===== config.mk =====
export PLATFORM = sky130hd
export DESIGN_NAME = tilt_orientation_debouncer_top
export DESIGN_NICKNAME = d
export VERILOG_FILES = /design/src/design/tod_pkg.sv /design/src/design/tilt_orientation_debouncer_top.sv /design/src/design/tod_regs.sv /design/src/design/tod_front.sv /design/src/design/tod_queue.sv /design/src/design/tod_back.sv
export VERILOG_INCLUDE_DIRS = /design/src /design/src/design
export SDC_FILE = /design/constraint.sdc
export NUM_CORES = 2
export LEC_CHECK = 0
export BUFFER_PORTS_ARGS = -buffer_cell sky130_fd_sc_hd__buf_4
export CORE_MARGIN = 1
export CORE_UTILIZATION = 38
export CTS_BUF_LIST = sky130_fd_sc_hd__clkbuf_16
export CTS_CLUSTER_SIZE = 28
export DETAILED_ROUTE_END_ITERATION = 7
export GPL_ROUTABILITY_DRIVEN = 0
export PLACE_DENSITY = 0.54
export SETUP_SLACK_MARGIN = 0.05
export SLEW_MARGIN = 10
export SYNTH_ARGS = -nofsm -noshare
export SYNTH_HDL_FRONTEND = slang
export SYNTH_SLANG_ARGS = --single-unit

===== constraint.sdc =====
create_clock -name clk -period 9.5 [get_ports clk]
set_clock_uncertainty 0.15 [all_clocks]
set_input_delay 0.95 -clock clk [delete_from_list [all_inputs] [get_ports clk]]
set_output_delay 0.95 -clock clk [all_outputs]
set_load 0.1 [all_outputs]

===== src/design/tilt_orientation_debouncer_top_assert.svh =====
// assertion macros used by the debouncer back end (tod_back)
`ifndef TILT_ORIENTATION_DEBOUNCER_TOP_ASSERT_SVH
`define TILT_ORIENTATION_DEBOUNCER_TOP_ASSERT_SVH

// clocked check, masked while reset is held
`define TOD_ASSERT(lbl, prop, msg) \
  lbl: assert property (@(posedge clk) disable iff (!rst_n) prop) else $error(msg);

// clocked check that also holds through reset
`define TOD_ASSERT_ALWAYS(lbl, prop, msg) \
  lbl: assert property (@(posedge clk) prop) else $error(msg);

`endif


===== src/design/tod_pkg.sv =====
`default_nettype none
package tod_pkg;

  // rotation codes
  localparam logic [1:0] ROT_0   = 2'd0;
  localparam logic [1:0] ROT_90  = 2'd1;
  localparam logic [1:0] ROT_180 = 2'd2;
  localparam logic [1:0] ROT_270 = 2'd3;

  // register word indexes
  localparam logic REG_FLAT_THRESHOLD = 1'b0;
  localparam logic REG_DEBOUNCE_COUNT = 1'b1;

  // register widths and reset values
  localparam int unsigned THR_W    = 15;
  localparam int unsigned THR_SQ_W = 2 * THR_W;
  localparam int unsigned DEB_W    = 8;
  localparam logic [THR_W-1:0]    THR_RESET    = 15'd1843;
  localparam logic [THR_SQ_W-1:0] THR_SQ_RESET = 30'd3396649;
  localparam logic [DEB_W-1:0]    DEB_RESET    = 8'd5;

  // decoupling queue
  localparam int unsigned QUEUE_DEPTH = 2;
  localparam int unsigned QPTR_W      = 1;
  localparam int unsigned QCNT_W      = 2;

  // classified sample handed from front to back
  typedef struct packed {
    logic       flat;
    logic [1:0] quad;
  } tod_class_t;

  // configuration seen by the datapath
  typedef struct packed {
    logic [THR_SQ_W-1:0] thr_sq;
    logic [DEB_W-1:0]    debounce;
  } tod_cfg_t;

endpackage
`default_nettype wire


===== src/design/tilt_orientation_debouncer_top.sv =====
// throughput: one beat per cycle while out_ready lets the output drain; the squares, the flat compare and the
// debounce update each sit in their own stage, with a two-entry queue between
// reset: synchronous active-low; clears rotation, target and count,
// sets flat_threshold to 1843 and debounce_count to 5
`default_nettype none
module tilt_orientation_debouncer_top #(
  parameter int unsigned SAMPLE_BITS = 16
) (
  input  wire logic                          clk,
  input  wire logic                          rst_n,
  input  wire logic                          in_valid,
  output logic                               in_ready,
  input  wire logic signed [SAMPLE_BITS-1:0] in_gravity_x,
  input  wire logic signed [SAMPLE_BITS-1:0] in_gravity_y,
  output logic                               out_valid,
  input  wire logic                          out_ready,
  output logic [1:0]                         out_rotation,
  output logic                               out_rotation_changed,
  input  wire logic                          psel,
  input  wire logic                          penable,
  input  wire logic                          pwrite,
  input  wire logic [2:0]                    paddr,
  input  wire logic [31:0]                   pwdata,
  output logic      [31:0]                   prdata,
  output logic                               pready
);

  tod_pkg::tod_cfg_t   cfg;
  tod_pkg::tod_class_t push_data, q_data;
  logic                q_push, q_full, q_valid, q_pop;

  // configuration registers
  tod_regs u_regs (
    .clk     (clk),
    .rst_n   (rst_n),
    .psel    (psel),
    .penable (penable),
    .pwrite  (pwrite),
    .paddr   (paddr),
    .pwdata  (pwdata),
    .prdata  (prdata),
    .pready  (pready),
    .cfg     (cfg)
  );

  // classification front
  tod_front #(
    .SAMPLE_BITS (SAMPLE_BITS)
  ) u_front (
    .clk          (clk),
    .rst_n        (rst_n),
    .in_valid     (in_valid),
    .in_ready     (in_ready),
    .in_gravity_x (in_gravity_x),
    .in_gravity_y (in_gravity_y),
    .thr_sq       (cfg.thr_sq),
    .q_full       (q_full),
    .q_push       (q_push),
    .q_data       (push_data)
  );

  // decoupling queue
  tod_queue u_queue (
    .clk       (clk),
    .rst_n     (rst_n),
    .push      (q_push),
    .push_data (push_data),
    .full      (q_full),
    .pop       (q_pop),
    .q_valid   (q_valid),
    .q_data    (q_data)
  );

  // debounce back end
  tod_back u_back (
    .clk                  (clk),
    .rst_n                (rst_n),
    .q_valid              (q_valid),
    .q_data               (q_data),
    .pop                  (q_pop),
    .debounce             (cfg.debounce),
    .out_valid            (out_valid),
    .out_ready            (out_ready),
    .out_rotation         (out_rotation),
    .out_rotation_changed (out_rotation_changed)
  );

endmodule
`default_nettype wire


===== src/design/tod_regs.sv =====
`default_nettype none
module tod_regs (
  input  wire logic              clk,
  input  wire logic              rst_n,
  input  wire logic              psel,
  input  wire logic              penable,
  input  wire logic              pwrite,
  input  wire logic [2:0]        paddr,
  input  wire logic [31:0]       pwdata,
  output logic      [31:0]       prdata,
  output logic                   pready,
  output tod_pkg::tod_cfg_t      cfg
);

  logic [tod_pkg::THR_W-1:0]    thr_r,    thr_nxt;
  logic [tod_pkg::THR_SQ_W-1:0] thr_sq_r, thr_sq_nxt;
  logic [tod_pkg::DEB_W-1:0]    deb_r,    deb_nxt;
  logic                         wr_en;
  logic [tod_pkg::THR_W-1:0]    wr_thr;

  assign pready = 1'b1;
  assign wr_en  = psel & penable & pwrite;
  assign wr_thr = pwdata[tod_pkg::THR_W-1:0];

  // write decode, squared threshold kept alongside the threshold
  always_comb begin
    thr_nxt    = thr_r;
    thr_sq_nxt = thr_sq_r;
    deb_nxt    = deb_r;
    if (wr_en) begin
      unique case (paddr[2])
        tod_pkg::REG_FLAT_THRESHOLD: begin
          thr_nxt    = wr_thr;
          thr_sq_nxt = wr_thr * wr_thr;
        end
        tod_pkg::REG_DEBOUNCE_COUNT: begin
          deb_nxt = pwdata[tod_pkg::DEB_W-1:0];
        end
        default: begin
          thr_nxt = thr_r;
        end
      endcase
    end
  end

  always_ff @(posedge clk) begin
    if (!rst_n) begin
      thr_r    <= tod_pkg::THR_RESET;
      thr_sq_r <= tod_pkg::THR_SQ_RESET;
      deb_r    <= tod_pkg::DEB_RESET;
    end else begin
      thr_r    <= thr_nxt;
      thr_sq_r <= thr_sq_nxt;
      deb_r    <= deb_nxt;
    end
  end

  // read back, zero on an unaligned address
  always_comb begin
    prdata = 32'd0;
    if (paddr[1:0] == 2'b00) begin
      unique case (paddr[2])
        tod_pkg::REG_FLAT_THRESHOLD: prdata = {{(32-tod_pkg::THR_W){1'b0}}, thr_r};
        tod_pkg::REG_DEBOUNCE_COUNT: prdata = {{(32-tod_pkg::DEB_W){1'b0}}, deb_r};
        default:                     prdata = 32'd0;
      endcase
    end
  end

  assign cfg.thr_sq   = thr_sq_r;
  assign cfg.debounce = deb_r;

endmodule
`default_nettype wire


===== src/design/tod_front.sv =====
`default_nettype none
module tod_front #(
  parameter int unsigned SAMPLE_BITS = 16
) (
  input  wire logic                               clk,
  input  wire logic                               rst_n,
  input  wire logic                               in_valid,
  output logic                                    in_ready,
  input  wire logic signed [SAMPLE_BITS-1:0]      in_gravity_x,
  input  wire logic signed [SAMPLE_BITS-1:0]      in_gravity_y,
  input  wire logic [tod_pkg::THR_SQ_W-1:0]       thr_sq,
  input  wire logic                               q_full,
  output logic                                    q_push,
  output tod_pkg::tod_class_t                     q_data
);

  localparam int unsigned SQ_W  = 2 * SAMPLE_BITS - 1;
  localparam int unsigned MAG_W = 2 * SAMPLE_BITS;
  localparam int unsigned CMP_W = (MAG_W > tod_pkg::THR_SQ_W) ? MAG_W : tod_pkg::THR_SQ_W;

  logic signed [2*SAMPLE_BITS-1:0] prod_x, prod_y;
  logic signed [SAMPLE_BITS:0]     xe, ye, nxe, nye;
  logic [1:0]                      quad;
  logic                            accept;

  logic            s1_valid_r, s1_valid_nxt;
  logic [SQ_W-1:0] sq_x_r, sq_y_r;
  logic [1:0]      quad_r;

  logic [MAG_W-1:0] mag;
  logic [CMP_W-1:0] mag_cmp, thr_cmp;

  assign in_ready = !s1_valid_r || !q_full;
  assign accept   = in_valid && in_ready;

  // squares of both axes
  assign prod_x = in_gravity_x * in_gravity_x;
  assign prod_y = in_gravity_y * in_gravity_y;

  // dominant axis and sign, ties go clockwise
  assign xe  = {in_gravity_x[SAMPLE_BITS-1], in_gravity_x};
  assign ye  = {in_gravity_y[SAMPLE_BITS-1], in_gravity_y};
  assign nxe = -xe;
  assign nye = -ye;

  always_comb begin
    if (ye > 0 && xe < ye && xe >= nye) begin
      quad = tod_pkg::ROT_0;
    end else if (xe > 0 && ye <= xe && ye > nxe) begin
      quad = tod_pkg::ROT_90;
    end else if (ye < 0 && xe <= nye && xe > ye) begin
      quad = tod_pkg::ROT_180;
    end else if (xe < 0 && ye >= xe && ye < nxe) begin
      quad = tod_pkg::ROT_270;
    end else begin
      quad = tod_pkg::ROT_0;
    end
  end

  // stage one register
  always_comb begin
    s1_valid_nxt = s1_valid_r;
    if (accept) begin
      s1_valid_nxt = 1'b1;
    end else if (q_push) begin
      s1_valid_nxt = 1'b0;
    end
  end

  always_ff @(posedge clk) begin
    if (!rst_n) begin
      s1_valid_r <= 1'b0;
    end else begin
      s1_valid_r <= s1_valid_nxt;
    end
  end

  always_ff @(posedge clk) begin
    if (accept) begin
      sq_x_r <= prod_x[SQ_W-1:0];
      sq_y_r <= prod_y[SQ_W-1:0];
      quad_r <= quad;
    end
  end

  // flat test on the squared in-plane magnitude
  assign mag     = {1'b0, sq_x_r} + {1'b0, sq_y_r};
  assign mag_cmp = CMP_W'(mag);
  assign thr_cmp = CMP_W'(thr_sq);

  assign q_push      = s1_valid_r && !q_full;
  assign q_data.flat = mag_cmp < thr_cmp;
  assign q_data.quad = quad_r;

endmodule
`default_nettype wire


===== src/design/tod_queue.sv =====
`default_nettype none
module tod_queue (
  input  wire logic                 clk,
  input  wire logic                 rst_n,
  input  wire logic                 push,
  input  wire tod_pkg::tod_class_t  push_data,
  output logic                      full,
  input  wire logic                 pop,
  output logic                      q_valid,
  output tod_pkg::tod_class_t       q_data
);

  tod_pkg::tod_class_t               mem [tod_pkg::QUEUE_DEPTH];
  logic [tod_pkg::QPTR_W-1:0]        wr_ptr_r, wr_ptr_nxt;
  logic [tod_pkg::QPTR_W-1:0]        rd_ptr_r, rd_ptr_nxt;
  logic [tod_pkg::QCNT_W-1:0]        count_r,  count_nxt;

  assign full    = count_r == tod_pkg::QCNT_W'(tod_pkg::QUEUE_DEPTH);
  assign q_valid = count_r != '0;
  assign q_data  = mem[rd_ptr_r];

  // pointer and fill count update
  always_comb begin
    wr_ptr_nxt = push ? wr_ptr_r + 1'b1 : wr_ptr_r;
    rd_ptr_nxt = pop  ? rd_ptr_r + 1'b1 : rd_ptr_r;
    count_nxt  = count_r;
    if (push && !pop) begin
      count_nxt = count_r + 1'b1;
    end else if (pop && !push) begin
      count_nxt = count_r - 1'b1;
    end
  end

  always_ff @(posedge clk) begin
    if (!rst_n) begin
      wr_ptr_r <= '0;
      rd_ptr_r <= '0;
      count_r  <= '0;
    end else begin
      wr_ptr_r <= wr_ptr_nxt;
      rd_ptr_r <= rd_ptr_nxt;
      count_r  <= count_nxt;
    end
  end

  // storage
  always_ff @(posedge clk) begin
    if (push) begin
      mem[wr_ptr_r] <= push_data;
    end
  end

endmodule
`default_nettype wire


===== src/design/tod_back.sv =====
`default_nettype none
`include "tilt_orientation_debouncer_top_assert.svh"
module tod_back (
  input  wire logic                        clk,
  input  wire logic                        rst_n,
  input  wire logic                        q_valid,
  input  wire tod_pkg::tod_class_t         q_data,
  output logic                             pop,
  input  wire logic [tod_pkg::DEB_W-1:0]   debounce,
  output logic                             out_valid,
  input  wire logic                        out_ready,
  output logic [1:0]                       out_rotation,
  output logic                             out_rotation_changed
);

  logic [1:0]              cur_r, cur_nxt;
  logic [1:0]              tgt_r, tgt_nxt;
  logic [tod_pkg::DEB_W-1:0] cnt_r, cnt_nxt;
  logic [tod_pkg::DEB_W:0]   cnt_inc;
  logic [1:0]              cand;
  logic                    commit;

  logic       out_valid_r, out_valid_nxt;
  logic [1:0] out_rotation_r;
  logic       out_changed_r;

  assign pop = q_valid && (!out_valid_r || out_ready);

  // flat readings hold the current rotation
  assign cand    = q_data.flat ? cur_r : q_data.quad;
  assign cnt_inc = {1'b0, cnt_r} + 1'b1;

  // debounce update
  always_comb begin
    cur_nxt = cur_r;
    tgt_nxt = tgt_r;
    cnt_nxt = cnt_r;
    commit  = 1'b0;
    if (pop) begin
      if (cand == cur_r) begin
        cnt_nxt = '0;
      end else if (cand == tgt_r) begin
        if (cnt_inc >= {1'b0, debounce}) begin
          cur_nxt = cand;
          cnt_nxt = '0;
          commit  = 1'b1;
        end else begin
          cnt_nxt = cnt_inc[tod_pkg::DEB_W-1:0];
        end
      end else begin
        tgt_nxt = cand;
        cnt_nxt = '0;
      end
    end
  end

  always_ff @(posedge clk) begin
    if (!rst_n) begin
      cur_r <= tod_pkg::ROT_0;
      tgt_r <= tod_pkg::ROT_0;
      cnt_r <= '0;
    end else begin
      cur_r <= cur_nxt;
      tgt_r <= tgt_nxt;
      cnt_r <= cnt_nxt;
    end
  end

  // output register
  always_comb begin
    out_valid_nxt = out_valid_r;
    if (pop) begin
      out_valid_nxt = 1'b1;
    end else if (out_ready) begin
      out_valid_nxt = 1'b0;
    end
  end

  always_ff @(posedge clk) begin
    if (!rst_n) begin
      out_valid_r <= 1'b0;
    end else begin
      out_valid_r <= out_valid_nxt;
    end
  end

  always_ff @(posedge clk) begin
    if (pop) begin
      out_rotation_r <= cur_nxt;
      out_changed_r  <= commit;
    end
  end

  assign out_valid            = out_valid_r;
  assign out_rotation         = out_rotation_r;
  assign out_rotation_changed = out_changed_r;

  // checks
  `TOD_ASSERT(a_pop_fills_out, pop |=> out_valid_r, "popped beat did not reach output")
  `TOD_ASSERT(a_commit_moves, commit |=> (cur_r != $past(cur_r)), "commit kept old rotation")
  `TOD_ASSERT(a_out_tracks_cur, out_valid_r |-> (out_rotation_r == cur_r), "output rotation stale")

endmodule
`default_nettype wire

==> results.sh <==
export IMPL_run_status="complete, no violations"
export IMPL_initial_utilization_pct=38.5
export IMPL_crit_chain="buf_4 > inv_1 > nor2_1 > fa_1 > inv_1 > fa_1 > inv_1 > fa_1 > fa_1 > fa_1 > inv_1 > fa_1 > inv_1 > ha_1 > nand2_1 > nor2_1 > and3_1 > o211ai_2 > a31oi_1 > nand4_1 > nand4b_1 > a21oi_1 > xnor2_1"
export IMPL_timing_critical_path_slowest_cell_delay_ns=0.85
export IMPL_core_region_area_mm2=0.0840
export IMPL_unrepaired_setup_endpoints_after_global_routing="false"
export IMPL_final_setup_viol_count=0
export IMPL_multi_input_comb_area_mm2=0.0249
export IMPL_worst_hold_startpoint="u_front.quad_r[0]$_SDFFCE_PP0P_"
export IMPL_timing_final_crit_period_ns=7.66
export IMPL_startpoint="in_gravity_y[15]"
export IMPL_layout_area_overhead_vs_synth_pct=6.84
export IMPL_grt_max_degree=72
export IMPL_drt_total_wl_um=74400
export IMPL_dominantRegCellSynth="sky130_fd_sc_hd__edfxtp_1"
export IMPL_critPathKind="in -> reg"
export IMPL_vias_per_cell=4.73
export IMPL_timing_critical_path_buf_inv=6
export IMPL_worst_path_required_ns=9.51
export IMPL_critical_path_arrival_ns=7.67
export IMPL_clk_insertion_delay_late_ns=0.43
export IMPL_slew_violations=0
export IMPL_vias_post_dr=22300
export IMPL_synth_top_area_cell="sky130_fd_sc_hd__fa_1"
export IMPL_ys_seq_area_share_pct=10.9
export IMPL_htreeDepth=4
export IMPL_yosys_cell_types_count=74
export IMPL_hp_class="reg -> reg"
export IMPL_ys_warn_count=0
export IMPL_r2r_cells=15
export IMPL_detail_route_first_pass_iterations=5
export IMPL_drt_initial_drc_count=873
export IMPL_layout_common_cells="sky130_fd_sc_hd__inv_1 (915), sky130_fd_sc_hd__fa_1 (596), sky130_fd_sc_hd__ha_1 (387), sky130_fd_sc_hd__nand2_1 (345), sky130_fd_sc_hd__nor2_1 (190)"
export IMPL_die_h_um=294
export IMPL_netlist_instances=3563
export IMPL_detailed_route_wire_length_per_cell_um=15.7
export IMPL_post_route_drc_count=0
export IMPL_cts_tree="built"
export IMPL_synth_edf_count=71
export IMPL_drtAntennaViolNets=0
export IMPL_number_of_diodes_added_for_antenna_fixing=0
export IMPL_layout_filler_cells=8475
export IMPL_worstPathMaxFanout=21
export IMPL_layout_commonest_cell="sky130_fd_sc_hd__inv_1"
export IMPL_first_global_vias=23300
export IMPL_buffer_ports_inserted=76
export IMPL_cts_hold_buf=0
export IMPL_clock_sinks=141
export IMPL_total_clock_buffers_created_by_cts=17
export IMPL_overflow=0
export IMPL_nets=4634
export IMPL_setup_tns_final_ns=0
export IMPL_clockRootBuffer="sky130_fd_sc_hd__clkbuf_16"
export IMPL_ios=112
export IMPL_antenna_found_initial=0
export IMPL_netlist_area_mm2=0.0323
export IMPL_rows=106
export IMPL_min_period_over_period_pct=80.7
export IMPL_timing_hold_worst_path_depth=0
export IMPL_report_final_hold_viol_count=0
export IMPL_ys_async_sr_fraction_pct=0
export IMPL_die_area_mm2=0.0863
export IMPL_postCtsSetupRepairBufs=0
export IMPL_max_cap_violations=0
export IMPL_clock_tree_buffer_depth=2
export IMPL_setup_worst_path_end_class="flip-flop"
export IMPL_ctsResizeCount=0
export IMPL_netlist_top_cells_area="sky130_fd_sc_hd__fa_1 (37%), sky130_fd_sc_hd__ha_1 (15%), sky130_fd_sc_hd__inv_1 (11%), sky130_fd_sc_hd__edfxtp_1 (6.6%), sky130_fd_sc_hd__dfxtp_1 (4.3%)"
export IMPL_clk_transition_reported_paths_ns=0.06
export IMPL_syn_area_per_cell_um2=9.08
export IMPL_worst_path_dominant_cell_family="adder cells"
export IMPL_max_slew_margin_pct=42.0
export IMPL_worst_tran_pin_value_ns=0.862
export IMPL_timing_fmax_ghz=0.131
export IMPL_critical_path_slowest_cell="sky130_fd_sc_hd__fa_1"
export IMPL_grt_pass1_wl_um=123000
export IMPL_worstReg2RegStart="u_front.sq_y_r[8]$_DFFE_PP_"
export IMPL_grt_util_all_layers_pct=18.0
export IMPL_critical_path_depth=23
export IMPL_layout_area_seq_mm2=0.00353
export IMPL_worst_setup_start_kind="primary input"
export IMPL_synth_ff_latch_count=141
export IMPL_final_layout_size_suffix_gt1_share_pct=3.90
export IMPL_yosys_area_top_type_share_pct=36.9
export IMPL_crit_path_frequent_cell="sky130_fd_sc_hd__fa_1"
export IMPL_detailed_place_hpwl_um=61200
export IMPL_die_w_um=294
cell usage after synthesis (all sizes together) (4+ instances only):
cell,number
nand2b,21
o211a,4
o21a,21
a21boi,31
ha,387
clkbuf,82
nand3,34
or3,6
a31o,6
a211oi,4
a21oi,100
and2,97
edfxtp,71
or2,11
o21bai,9
o31ai,7
a21o,68
o21ai,63
a2111oi,4
o211ai,21
nand2,345
nand4,23
nor3,27
a211o,5
a31oi,7
nor4,9
clkinv,13
a221oi,6
buf,23
mux2,6
nor2b,31
nor2,191
fa,596
xnor2,133
xor2,45
dfxtp,70
and3,11
mux2i,12
inv,913
kinds of logic (layout without fill, tap and decap cells):
group | count (synthesis) | after routing | share of synthesized area [%]
other | 2 | 18 | 0.0232
buffers and inverters | 1031 | 1042 | 12.2
and+or+nand+nor | 819 | 819 | 11.5
adders and majority gates | 983 | 983 | 51.9
AOI/OAI and AO/OA | 391 | 391 | 8.10
muxes | 18 | 18 | 0.580
DFF | 141 | 141 | 10.9
xor gates and xnor gates | 178 | 178 | 4.82
state kept, by name, indices dropped and copies added (netlist names), named ones only:
register	cells
u_back.cur_r	2
u_queue.wr_ptr_r	1
u_front.sq_y_r	30
u_regs.deb_r	8
u_regs.thr_r	14
u_back.cnt_r	8
u_front.quad_r	2
u_queue.rd_ptr_r	1
u_back.out_rotation_changed	1
u_front.sq_x_r	30
u_back.tgt_r	2
u_back.out_rotation	2
u_front.s1_valid_r	1
u_queue.count_r	2
u_queue.mem	6
u_back.out_valid	1
u_regs.thr_sq_r	29
area by class of cell:
| cell class | instances | share of cell area (%) |
|---|---|---|
| Inverter | 926 | 10.1 |
| Multi-Input combinational cell | 2407 | 72.2 |
| Clock inverter | 15 | 0.387 |
| Timing Repair Buffer | 84 | 1.82 |
| Sequential cell | 141 | 10.2 |
| Tap cell | 1134 | 4.11 |
| Clock buffer | 17 | 1.23 |
stage by stage:
step | utilization [%] | hold slack (ns) | instance area (µm²) | setup WS (ns) | cells
final | 41.2 | 0.301 | 34600 | 1.84 | 4724
after global routing | 41.2 | 0.315 | 34600 | 1.41 | 4724
after CTS | 41.2 | 0.303 | 34600 | 1.77 | 4724
after detailed placement | 40.5 | 0.282 | 34000 | 1.28 | 4692
after global placement | 40.5 | 0.275 | 34000 | 1.37 | 4692
after floorplan | - | 0.271 | 32400 | 2.22 | 3579
routing by layer:
metal  track usage, %  part of all wire, %  up-vias
met5                0                    0        -
met4             2.76                  1.2        0
met3             1.85                  3.6       44
met2             30.6                   48      360
met1             25.0                   47    11000
li1                 -                    -    10900
worst reg2reg max path, cell delays in order (launching register included):
cell and delay, ns:
sky130_fd_sc_hd__edfxtp_1 0.38, sky130_fd_sc_hd__ha_1 0.35, sky130_fd_sc_hd__and2_1 0.18, sky130_fd_sc_hd__and3_1 0.19
sky130_fd_sc_hd__a32oi_1 0.28, sky130_fd_sc_hd__a311oi_1 0.22, sky130_fd_sc_hd__or2_1 0.32, sky130_fd_sc_hd__a311oi_1 0.47
sky130_fd_sc_hd__xnor2_1 0.20, sky130_fd_sc_hd__ha_1 0.27, sky130_fd_sc_hd__a21o_1 0.15, sky130_fd_sc_hd__a21oi_1 0.18
sky130_fd_sc_hd__nand3_1 0.11, sky130_fd_sc_hd__o41ai_1 0.34, sky130_fd_sc_hd__o211ai_1 0.14, sky130_fd_sc_hd__a211oi_1 0.72
final timing paths:
path	end	slack (ns)
setup / recovery	u_front.sq_y_r[30]$_DFFE_PP_	1.84
setup reg to reg	u_queue.mem[1][2]$_DFFE_PP_	4.53
hold reg to reg	u_queue.mem[0][0]$_DFFE_PP_	0.30
hold / removal	u_queue.mem[0][0]$_DFFE_PP_	0.30
Power is left out: the tool's default activity adds up to more than one toggle a clock period on the data nets, which glitch-free logic cannot reach.
